[config.mk]
export PLATFORM = sky130hd
export DESIGN_NAME = keyed_rotate_xor_unpacker_unit_flat
export DESIGN_NICKNAME = d
export VERILOG_FILES = /design/src/design/krxu_pkg.sv /design/src/design/krxu_in_if.sv /design/src/design/krxu_out_if.sv /design/src/design/keyed_rotate_xor_unpacker_unit.sv /design/src/design/krxu_cfg_regs.sv /design/src/design/krxu_in_stage.sv /design/src/design/krxu_core.sv /design/src/flat_wrapper.sv
export VERILOG_INCLUDE_DIRS = /design/src /design/src/design
export SDC_FILE = /design/constraint.sdc
export NUM_CORES = 1
export LEC_CHECK = 0
export BUFFER_PORTS_ARGS = -buffer_cell sky130_fd_sc_hd__buf_4
export CORE_UTILIZATION = 40
export CTS_CLUSTER_SIZE = 28
export DETAILED_ROUTE_END_ITERATION = 7
export GPL_ROUTABILITY_DRIVEN = 0
export GPL_TIMING_DRIVEN = 1
export SYNTH_ARGS = -nofsm -noshare
export SYNTH_HDL_FRONTEND = slang
export SYNTH_SLANG_ARGS = --single-unit
export TNS_END_PERCENT = 20
[constraint.sdc]
create_clock -name clk -period 6.5 [get_ports clk]
set_input_delay 0.65 -clock clk [delete_from_list [all_inputs] [get_ports clk]]
set_output_delay 0.65 -clock clk [all_outputs]
set_load 0.005 [all_outputs]
[src/design/keyed_rotate_xor_unpacker_unit_assert.svh]
// ----------------------------------------------------------------------------
// keyed rotate-xor unpacker: assertion macros
// Concurrent checks that are left out when ASSERT_OFF is set.
// ----------------------------------------------------------------------------
`ifndef KEYED_ROTATE_XOR_UNPACKER_UNIT_ASSERT_SVH
`define KEYED_ROTATE_XOR_UNPACKER_UNIT_ASSERT_SVH

`ifndef ASSERT_OFF
`define KRXU_ASSERT(lbl, ck, rst_n, prop) \
	lbl: assert property (@(posedge ck) disable iff (!rst_n) prop) \
		else $error("krxu check failed");
`define KRXU_ASSERT_NEXT(lbl, ck, rst_n, ante, cons) \
	lbl: assert property (@(posedge ck) disable iff (!rst_n) (ante) |=> (cons)) \
		else $error("krxu check failed");
`else
`define KRXU_ASSERT(lbl, ck, rst_n, prop)
`define KRXU_ASSERT_NEXT(lbl, ck, rst_n, ante, cons)
`endif

`endif

[src/design/krxu_pkg.sv]
// ----------------------------------------------------------------------------
// krxu_pkg
// Types, constants and helper functions of the keyed rotate-xor unpacker.
// ----------------------------------------------------------------------------
package krxu_pkg;

	localparam int FUNC_W      = 2;
	localparam int BYTE_W      = 8;
	localparam int STATUS_W    = 3;
	localparam int LEN_W       = 24;
	localparam int ROT_W       = 8;
	localparam int SUM_W       = 32;
	localparam int HASH_W      = 64;
	localparam int CFG_IDX_W   = 2;
	localparam int CFG_DATA_W  = 64;

	localparam int MAX_KEY     = 127;
	localparam int KEY_CNT_W   = $clog2(MAX_KEY + 1);
	localparam logic [KEY_CNT_W-1:0] MAX_KEY_BYTES = KEY_CNT_W'(MAX_KEY);

	localparam logic [HASH_W-1:0] FNV_BASIS = 64'hcbf2_9ce4_8422_2325;
	localparam logic [SUM_W-1:0]  KEY_MIX   = 32'hA5A5_A5A5;
	localparam int                KEY_ROTL  = 3;

	typedef enum logic [FUNC_W-1:0] {
		FN_KEY     = 2'd0,
		FN_END     = 2'd1,
		FN_PAYLOAD = 2'd2
	} func_t;

	typedef enum logic [STATUS_W-1:0] {
		ST_KEY_TAKEN = 3'd0,
		ST_KEY_GOOD  = 3'd1,
		ST_KEY_WRONG = 3'd2,
		ST_DECODED   = 3'd3,
		ST_SUM_OK    = 3'd4,
		ST_SUM_BAD   = 3'd5,
		ST_REJECT    = 3'd6
	} status_t;

	typedef enum logic [CFG_IDX_W-1:0] {
		REG_PAYLOAD_LENGTH = 2'd0,
		REG_ROTATE_AMOUNT  = 2'd1,
		REG_EXPECTED_TOTAL = 2'd2,
		REG_KEY_DIGEST     = 2'd3
	} cfg_reg_t;

	typedef struct packed {
		logic [LEN_W-1:0]  payload_length;
		logic [ROT_W-1:0]  rotate_amount;
		logic [SUM_W-1:0]  expected_total;
		logic [HASH_W-1:0] key_digest;
	} cfg_t;

	typedef struct packed {
		logic              valid;
		logic [FUNC_W-1:0] func;
		logic [BYTE_W-1:0] data;
	} stage_t;

	// multiply by the fnv prime 2^40 + 0x1b3 as a shift-add
	function automatic logic [HASH_W-1:0] fnv_step(input logic [HASH_W-1:0] h,
		input logic [BYTE_W-1:0] b);
		logic [HASH_W-1:0] x;
		x = h ^ {{(HASH_W-BYTE_W){1'b0}}, b};
		return (x << 40) + (x << 8) + (x << 7) + (x << 5) + (x << 4) + (x << 1) + x;
	endfunction

	function automatic logic [BYTE_W-1:0] rotr8(input logic [BYTE_W-1:0] v,
		input logic [2:0] r);
		logic [2*BYTE_W-1:0] w;
		w = {v, v} >> r;
		return w[BYTE_W-1:0];
	endfunction

	function automatic logic [BYTE_W-1:0] key_byte(input logic [LEN_W-1:0] len,
		input logic [SUM_W-1:0] total);
		logic [BYTE_W-1:0] x;
		x = len[BYTE_W-1:0] ^ total[BYTE_W-1:0] ^ KEY_MIX[BYTE_W-1:0];
		return {x[BYTE_W-1-KEY_ROTL:0], x[BYTE_W-1:BYTE_W-KEY_ROTL]};
	endfunction

endpackage

[src/design/krxu_in_if.sv]
// ----------------------------------------------------------------------------
// krxu_in_if
// Input word channel: function code and data byte.
// ----------------------------------------------------------------------------
interface krxu_in_if;
	logic                          valid;
	logic                          ready;
	logic [krxu_pkg::FUNC_W-1:0]   func;
	logic [krxu_pkg::BYTE_W-1:0]   data_in;

	modport source (output valid, output func, output data_in, input ready);
	modport sink   (input valid, input func, input data_in, output ready);
endinterface

[src/design/krxu_out_if.sv]
// ----------------------------------------------------------------------------
// krxu_out_if
// Result word channel: decoded byte, status code and last flag.
// ----------------------------------------------------------------------------
interface krxu_out_if;
	logic                          valid;
	logic                          ready;
	logic [krxu_pkg::BYTE_W-1:0]   data_out;
	logic [krxu_pkg::STATUS_W-1:0] status;
	logic                          last;

	modport source (output valid, output data_out, output status, output last, input ready);
	modport sink   (input valid, input data_out, input status, input last, output ready);
endinterface

[src/design/keyed_rotate_xor_unpacker_unit.sv]
// ----------------------------------------------------------------------------
// keyed_rotate_xor_unpacker_unit
// Key check by 64-bit FNV-1a and rotate-xor payload decode with a byte sum.
// ----------------------------------------------------------------------------
// One word in per cycle while no result waits unread, one result out per
// word. An accepted word lands in the input register; its result goes into
// the result register when the core takes it, which waits while a result is
// unread. The cycle is set by the key hash loop: xor and constant multiply
// by the FNV prime feeding hash state. The next word is taken while a result
// waits to be read. No clearing pass after reset; configuration is to be
// written only while the unit is idle, which the unit does not enforce.
module keyed_rotate_xor_unpacker_unit (
	input  logic                             clk,
	input  logic                             arst_n,
	input  logic                             cfg_we,
	input  logic [krxu_pkg::CFG_IDX_W-1:0]   cfg_index,
	input  logic [krxu_pkg::CFG_DATA_W-1:0]  cfg_wdata,
	krxu_in_if.sink                          req,
	krxu_out_if.source                       rsp
);
	import krxu_pkg::*;

	cfg_t   cfg;
	stage_t stage_s1;
	logic   take;

	krxu_cfg_regs u_cfg (
		.clk       (clk),
		.arst_n    (arst_n),
		.cfg_we    (cfg_we),
		.cfg_index (cfg_index),
		.cfg_wdata (cfg_wdata),
		.cfg       (cfg)
	);

	krxu_in_stage u_in (
		.clk      (clk),
		.arst_n   (arst_n),
		.take     (take),
		.stage_s1 (stage_s1),
		.req      (req)
	);

	krxu_core u_core (
		.clk      (clk),
		.arst_n   (arst_n),
		.cfg      (cfg),
		.stage_s1 (stage_s1),
		.take     (take),
		.rsp      (rsp)
	);
endmodule

[src/design/krxu_cfg_regs.sv]
// ----------------------------------------------------------------------------
// krxu_cfg_regs
// Configuration register file written through a plain write port.
// ----------------------------------------------------------------------------
module krxu_cfg_regs (
	input  logic                                clk,
	input  logic                                arst_n,
	input  logic                                cfg_we,
	input  logic [krxu_pkg::CFG_IDX_W-1:0]      cfg_index,
	input  logic [krxu_pkg::CFG_DATA_W-1:0]     cfg_wdata,
	output krxu_pkg::cfg_t                      cfg
);
	import krxu_pkg::*;

	cfg_t cfg_q;

	always_ff @(posedge clk or negedge arst_n) begin
		if (!arst_n) begin
			cfg_q <= '0;
		end else if (cfg_we) begin
			unique case (cfg_reg_t'(cfg_index))
				REG_PAYLOAD_LENGTH: cfg_q.payload_length <= cfg_wdata[LEN_W-1:0];
				REG_ROTATE_AMOUNT:  cfg_q.rotate_amount  <= cfg_wdata[ROT_W-1:0];
				REG_EXPECTED_TOTAL: cfg_q.expected_total <= cfg_wdata[SUM_W-1:0];
				REG_KEY_DIGEST:     cfg_q.key_digest     <= cfg_wdata[HASH_W-1:0];
				default: ;
			endcase
		end
	end

	assign cfg = cfg_q;
endmodule

[src/design/krxu_in_stage.sv]
// ----------------------------------------------------------------------------
// krxu_in_stage
// Input register; takes a new word when empty or when the core drains the current one.
// ----------------------------------------------------------------------------
module krxu_in_stage (
	input  logic              clk,
	input  logic              arst_n,
	input  logic              take,
	output krxu_pkg::stage_t  stage_s1,
	krxu_in_if.sink           req
);
	import krxu_pkg::*;

	logic              valid_s1;
	logic [FUNC_W-1:0] func_s1;
	logic [BYTE_W-1:0] data_s1;
	logic              load;

	assign req.ready = !valid_s1 || take;
	assign load      = req.valid && req.ready;

	always_ff @(posedge clk or negedge arst_n) begin
		if (!arst_n) begin
			valid_s1 <= 1'b0;
		end else if (load) begin
			valid_s1 <= 1'b1;
		end else if (take) begin
			valid_s1 <= 1'b0;
		end
	end

	always_ff @(posedge clk) begin
		if (load) begin
			func_s1 <= req.func;
			data_s1 <= req.data_in;
		end
	end

	assign stage_s1 = '{valid: valid_s1, func: func_s1, data: data_s1};
endmodule

[src/design/krxu_core.sv]
// ----------------------------------------------------------------------------
// krxu_core
// Key hash, verification, payload decode and running sum, with result register.
// ----------------------------------------------------------------------------
`include "keyed_rotate_xor_unpacker_unit_assert.svh"

module krxu_core (
	input  logic              clk,
	input  logic              arst_n,
	input  krxu_pkg::cfg_t    cfg,
	input  krxu_pkg::stage_t  stage_s1,
	output logic              take,
	krxu_out_if.source        rsp
);
	import krxu_pkg::*;

	logic [HASH_W-1:0]    hash_q, hash_d;
	logic [KEY_CNT_W-1:0] kseen_q, kseen_d;
	logic                 verified_q, verified_d;
	logic [LEN_W-1:0]     decoded_q, decoded_d;
	logic [SUM_W-1:0]     total_q, total_d;

	logic                 out_valid_q;
	logic [BYTE_W-1:0]    data_out_q, res_data;
	status_t              status_q, res_status;
	logic                 last_q, res_last;

	logic                 is_key, is_end, is_pay;
	logic                 reject;
	logic [BYTE_W-1:0]    plain;

	assign take   = stage_s1.valid && (!out_valid_q || rsp.ready);
	assign is_key = stage_s1.func == FN_KEY;
	assign is_end = stage_s1.func == FN_END;
	assign is_pay = stage_s1.func == FN_PAYLOAD;

	assign reject = !verified_q || (cfg.payload_length == '0) ||
		(decoded_q >= cfg.payload_length);
	assign plain  = rotr8(stage_s1.data, cfg.rotate_amount[2:0]) ^
		key_byte(cfg.payload_length, cfg.expected_total);

	always_comb begin
		hash_d     = hash_q;
		kseen_d    = kseen_q;
		verified_d = verified_q;
		decoded_d  = decoded_q;
		total_d    = total_q;
		res_data   = '0;
		res_status = ST_REJECT;
		res_last   = 1'b0;
		unique case (func_t'(stage_s1.func))
			FN_KEY: begin
				if (kseen_q < MAX_KEY_BYTES) begin
					hash_d  = fnv_step(hash_q, stage_s1.data);
					kseen_d = kseen_q + 1'b1;
				end
				res_status = ST_KEY_TAKEN;
			end
			FN_END: begin
				verified_d = hash_q == cfg.key_digest;
				hash_d     = FNV_BASIS;
				kseen_d    = '0;
				decoded_d  = '0;
				total_d    = '0;
				res_status = verified_d ? ST_KEY_GOOD : ST_KEY_WRONG;
			end
			FN_PAYLOAD: begin
				if (!reject) begin
					decoded_d = decoded_q + 1'b1;
					total_d   = total_q + {{(SUM_W-BYTE_W){1'b0}}, plain};
					res_data  = plain;
					res_last  = decoded_d == cfg.payload_length;
					if (res_last) begin
						res_status = (total_d == cfg.expected_total) ? ST_SUM_OK : ST_SUM_BAD;
					end else begin
						res_status = ST_DECODED;
					end
				end
			end
			default: ;
		endcase
	end

	always_ff @(posedge clk or negedge arst_n) begin
		if (!arst_n) begin
			hash_q      <= FNV_BASIS;
			kseen_q     <= '0;
			verified_q  <= 1'b0;
			decoded_q   <= '0;
			total_q     <= '0;
			out_valid_q <= 1'b0;
		end else begin
			if (take) begin
				hash_q     <= hash_d;
				kseen_q    <= kseen_d;
				verified_q <= verified_d;
				decoded_q  <= decoded_d;
				total_q    <= total_d;
			end
			if (take) begin
				out_valid_q <= 1'b1;
			end else if (rsp.ready) begin
				out_valid_q <= 1'b0;
			end
		end
	end

	always_ff @(posedge clk) begin
		if (take) begin
			data_out_q <= res_data;
			status_q   <= res_status;
			last_q     <= res_last;
		end
	end

	assign rsp.valid    = out_valid_q;
	assign rsp.data_out = data_out_q;
	assign rsp.status   = status_q;
	assign rsp.last     = last_q;

	`KRXU_ASSERT_NEXT(a_end_clears, clk, arst_n, take && is_end,
		decoded_q == '0 && total_q == '0 && kseen_q == '0 && hash_q == FNV_BASIS)
	`KRXU_ASSERT_NEXT(a_key_cap_holds, clk, arst_n, take && is_key && kseen_q == MAX_KEY_BYTES,
		$stable(hash_q) && $stable(kseen_q))
	`KRXU_ASSERT_NEXT(a_unverified_reject, clk, arst_n, take && is_pay && !verified_q,
		out_valid_q && status_q == ST_REJECT && data_out_q == '0 && !last_q)
endmodule
[src/flat_wrapper.sv]
// flat-port wrapper written by rule: the top's interface ports become plain ports
module keyed_rotate_xor_unpacker_unit_flat import krxu_pkg::*;
  (clk, arst_n, cfg_we, cfg_index, cfg_wdata, req_valid, req_func, req_data_in, req_ready, rsp_valid, rsp_data_out, rsp_status, rsp_last, rsp_ready);
  krxu_in_if req_i ();
  krxu_out_if rsp_i ();
  input  logic clk;
  input  logic arst_n;
  input  logic cfg_we;
  input  logic [krxu_pkg::CFG_IDX_W-1:0] cfg_index;
  input  logic [krxu_pkg::CFG_DATA_W-1:0] cfg_wdata;
  input wire logic [$bits(req_i.valid)-1:0] req_valid;
  input wire logic [$bits(req_i.func)-1:0] req_func;
  input wire logic [$bits(req_i.data_in)-1:0] req_data_in;
  output wire logic [$bits(req_i.ready)-1:0] req_ready;
  output wire logic [$bits(rsp_i.valid)-1:0] rsp_valid;
  output wire logic [$bits(rsp_i.data_out)-1:0] rsp_data_out;
  output wire logic [$bits(rsp_i.status)-1:0] rsp_status;
  output wire logic [$bits(rsp_i.last)-1:0] rsp_last;
  input wire logic [$bits(rsp_i.ready)-1:0] rsp_ready;
  assign req_i.valid = req_valid;
  assign req_i.func = req_func;
  assign req_i.data_in = req_data_in;
  assign req_ready = req_i.ready;
  assign rsp_valid = rsp_i.valid;
  assign rsp_data_out = rsp_i.data_out;
  assign rsp_status = rsp_i.status;
  assign rsp_last = rsp_i.last;
  assign rsp_i.ready = rsp_ready;
  keyed_rotate_xor_unpacker_unit u_core (.clk(clk), .arst_n(arst_n), .cfg_we(cfg_we), .cfg_index(cfg_index), .cfg_wdata(cfg_wdata), .req(req_i), .rsp(rsp_i));
endmodule
==> reports/results.tsv <==
stage	metric	value	unit
synthesis	async_flop_share	0.920	
timing	fin_crit	6.20	ns
floorplanning	die_h	253	µm
timing	whs	0.136	ns
placement	io_buffers	94	
synthesis	synthCells	2568	
clocking	postCtsResizedCells	0	
synthesis	synth-seq-cells	275	
routing	vias_per_cell	5.52	
routing	antenna_left	0	
synthesis	synth_edf_count	22	
timing	setup_viol	0	
floorplanning	num_rows	91	
clocking	insertion_delay	0.58	ns
clocking	cts_root_buf	clkbuf_16	
run	maxCapViolCount	0	
placement	dpl.hpwl	58.4	mm
clocking	htreeDepth	2	
finish	fin_nets	3097	
clocking	postCtsSetupBuffers	0	
synthesis	ys.flop_type	dfrtp_1	
worst_setup_path	worstSetupPathType	reg2reg	
floorplanning	io_pins	95	
global_routing	overflow	0	
worst_setup_path	crit_required	6.89	ns
timing	worst_pin_slew	1.09	ns
routing	drc	0	
worst_setup_path	timing.rr.start	u_core.u_core.hash_q[9]	
timing	slew_headroom	0.275	
clocking	clk_path_buf_depth	3	
routing	wl_per_cell	21.3	µm
global_routing	grt_pass1_vias	20100	
synthesis	yosysWarnings	0	
hold_path	hold_path.class	in2async	
worst_setup_path	path_max_fanout	5	
worst_setup_path	reg2reg_slack	0.30	ns
timing	rsz0062_at_grt	true	
global_routing	grt_pass1_wl	118	mm
finish	drive_above_1_share	0.139	
floorplanning	die_x	253	µm
floorplanning	dieArea	64000	µm²
timing	fmax	161	MHz
routing	routed-via-count	19300	
clocking	numCtsBuffers	36	
floorplanning	initial_utilization	0.407	
timing	setup_tns	0	ns
routing	dr.pass1.iters	6	
worst_setup_path	start_kind	flop	
synthesis	ys_types	91	
worst_setup_path	r2r.worst_path.cells	19	
routing	drtIter0Drc	1357	
routing	wirelength	74.5	mm
worst_setup_path	r2r-end	u_core.u_core.hash_q[58]	
clocking	cts_hold_buf	0	
synthesis	syn_area	25200	µm²
synthesis	synth-seq-area-share	0.279	
timing	final_max_slew_viol_count	0	
timing	fin_skew	0.0218	ns
worst_setup_path	arrival	6.59	ns
clocking	cts.clk_slew.worst_paths	0.06	ns
global_routing	grt_max_degree	147	
synthesis	synth_area_per_cell	9.82	µm²
synthesis	syn_nets	3030	
timing	hold_viol_final	0	
floorplanning	core	61900	µm²
finish	area.growth.synth_to_final	11.5	%
global_routing	antenna_found_initial	1	
global_routing	grt_use_total	0.242	
run_status	status	completed	
clocking	cts.sinks	275	
worst_setup_path	cp-startpoint	u_core.u_core.hash_q[9]	
worst_setup_path	crit_path_end_kind	flop	
timing	finalCritPeriodShare	0.953	
clocking	cts_tree	done	
==> layout by cell type (no fill, tap or decap), types with 8 or more instances in the layout <==
master	netlist	layout
a211oi_1	9	9
a21o_1	41	41
a21oi_1	126	124
a22oi_1	20	20
a31oi_1	37	37
and2_1	23	23
and3_1	18	18
and4_1	11	11
buf_4	2	122
clkbuf_16	0	36
clkinv_2	0	9
dfrtp_1	225	225
dfstp_2	28	28
edfxtp_1	22	22
fa_1	241	241
ha_1	140	140
inv_1	405	405
mux2_2	105	105
mux2i_1	14	14
mux4_2	8	8
nand2_1	149	148
nand2b_1	9	9
nand3_1	70	69
nand4_1	33	33
nor2_1	77	76
nor2b_1	13	13
nor3_1	23	23
nor4_1	28	28
o211ai_1	10	10
o21a_1	12	12
o21ai_0	152	152
o21bai_1	15	15
o22ai_1	33	33
o31ai_1	20	20
xnor2_1	107	106
xor2_1	139	139
==> layer usage <==
metal | GRT usage | vias up | part of all wire
met3 | 0.0305 | 169 | 0.049
met4 | 0.104 | 0 | 0.048
met5 | 0 | - | 0
li1 | - | 8832 | -
met2 | 0.411 | 598 | 0.49
met1 | 0.308 | 9714 | 0.42
==> worst max-delay path: stages, from the launching register on <==
cell       delay [ns]
dfstp_2          0.64
inv_1            0.25
fa_1             0.59
inv_1            0.06
fa_1             0.53
inv_1            0.06
fa_1             0.53
inv_1            0.05
ha_1             0.28
ha_1             0.37
a21oi_1          0.22
o21ai_0          0.15
or4b_2           0.66
nor2_1           0.19
a21oi_1          0.22
a2111oi_4        0.52
o31ai_1          0.22
a21oi_1          0.21
xor2_1           0.18
o22ai_1          0.09
==> cells in the mapped netlist (all sizes together) (10+ instances only) <==
library cell	instances	area (µm²)
a211oi	10	80.1
dfstp	28	736
a21o	44	334
nor2b	13	81.3
o31ai	20	150
nor2	80	308
nand3	70	350
mux2i	14	140
o21bai	15	113
a22oi	20	150
inv	405	1520
xor2	139	1220
fa	241	4820
buf	17	81.3
ha	140	1750
a21oi	126	631
xnor2	107	937
mux2	105	1180
nand2	149	559
and4	12	108
edfxtp	22	661
and3	19	120
o21ai	154	771
clkbuf	77	329
nand4	35	240
o211ai	10	75.1
and2	24	151
o21a	12	90.1
o22ai	33	206
nor3	23	115
dfrtp	225	5630
a31oi	38	253
nor4	31	230
==> through the flow <==
stage	utilization	setup slack [ns]	instances	instance area, µm²
finish	0.454	0.305	3501	28100
global route	0.454	0.00185	3500	28100
CTS	0.453	0.0597	3500	28100
detailed placement	0.433	0.105	3434	26800
global placement	0.433	0.279	3434	26800
floorplan	-	1.02	2568	25200
==> state kept, by name, summed over array words and instances, names as in the netlist, 2 cells and up <==
register / flops
u_core.u_core.rsp.status: 3
u_core.u_in.data_s1: 8
u_core.u_core.decoded_q: 24
u_core.u_core.rsp.data_out: 8
u_core.u_cfg.cfg: 123
u_core.u_core.hash_q: 64
u_core.u_in.func_s1: 2
u_core.u_core.kseen_q: 7
u_core.u_core.total_q: 32
==> final cells by class <==
| cell class | instances | area (µm²) |
|---|---|---|
| repair buffers | 124 | 951 |
| inverters | 406 | 1520 |
| clock inverters | 23 | 290 |
| fillers | 5937 | 33800 |
| multi-input cells | 1792 | 16300 |
| well taps | 837 | 1050 |
| diodes | 1 | 2.50 |
| flip-flops and latches | 275 | 7030 |
| clock buffers | 43 | 947 |
==> cells by family (layout without fill, tap and decap cells) <==
| logic type | Yosys count | count (layout) | share of synthesized area |
|---|---|---|---|
| other cells | 0 | 1 | 0 |
| mux | 127 | 127 | 0.0596 |
| compound gates | 538 | 538 | 0.135 |
| flops | 275 | 275 | 0.279 |
| fa+ha+maj | 386 | 386 | 0.263 |
| xor+xnor | 246 | 246 | 0.0855 |
| simple gates | 495 | 495 | 0.101 |
| buf+inv | 501 | 596 | 0.0771 |
==> worst max path at each step <==
stage	endpoint	slack, ns	depth (start not counted)
finish	u_core.u_core.hash_q[58]	0.30	19
floorplan	u_core.u_core.hash_q[63]	1.02	19
detailed placement	u_core.u_core.hash_q[63]	0.11	20
global route	u_core.u_core.hash_q[58]	0.002	19
CTS	u_core.u_core.hash_q[63]	0.06	20
global placement	u_core.u_core.hash_q[63]	0.28	20
Power is not shown: default switching activity piles up to over one toggle a cycle in this logic, so the estimate is an artifact.
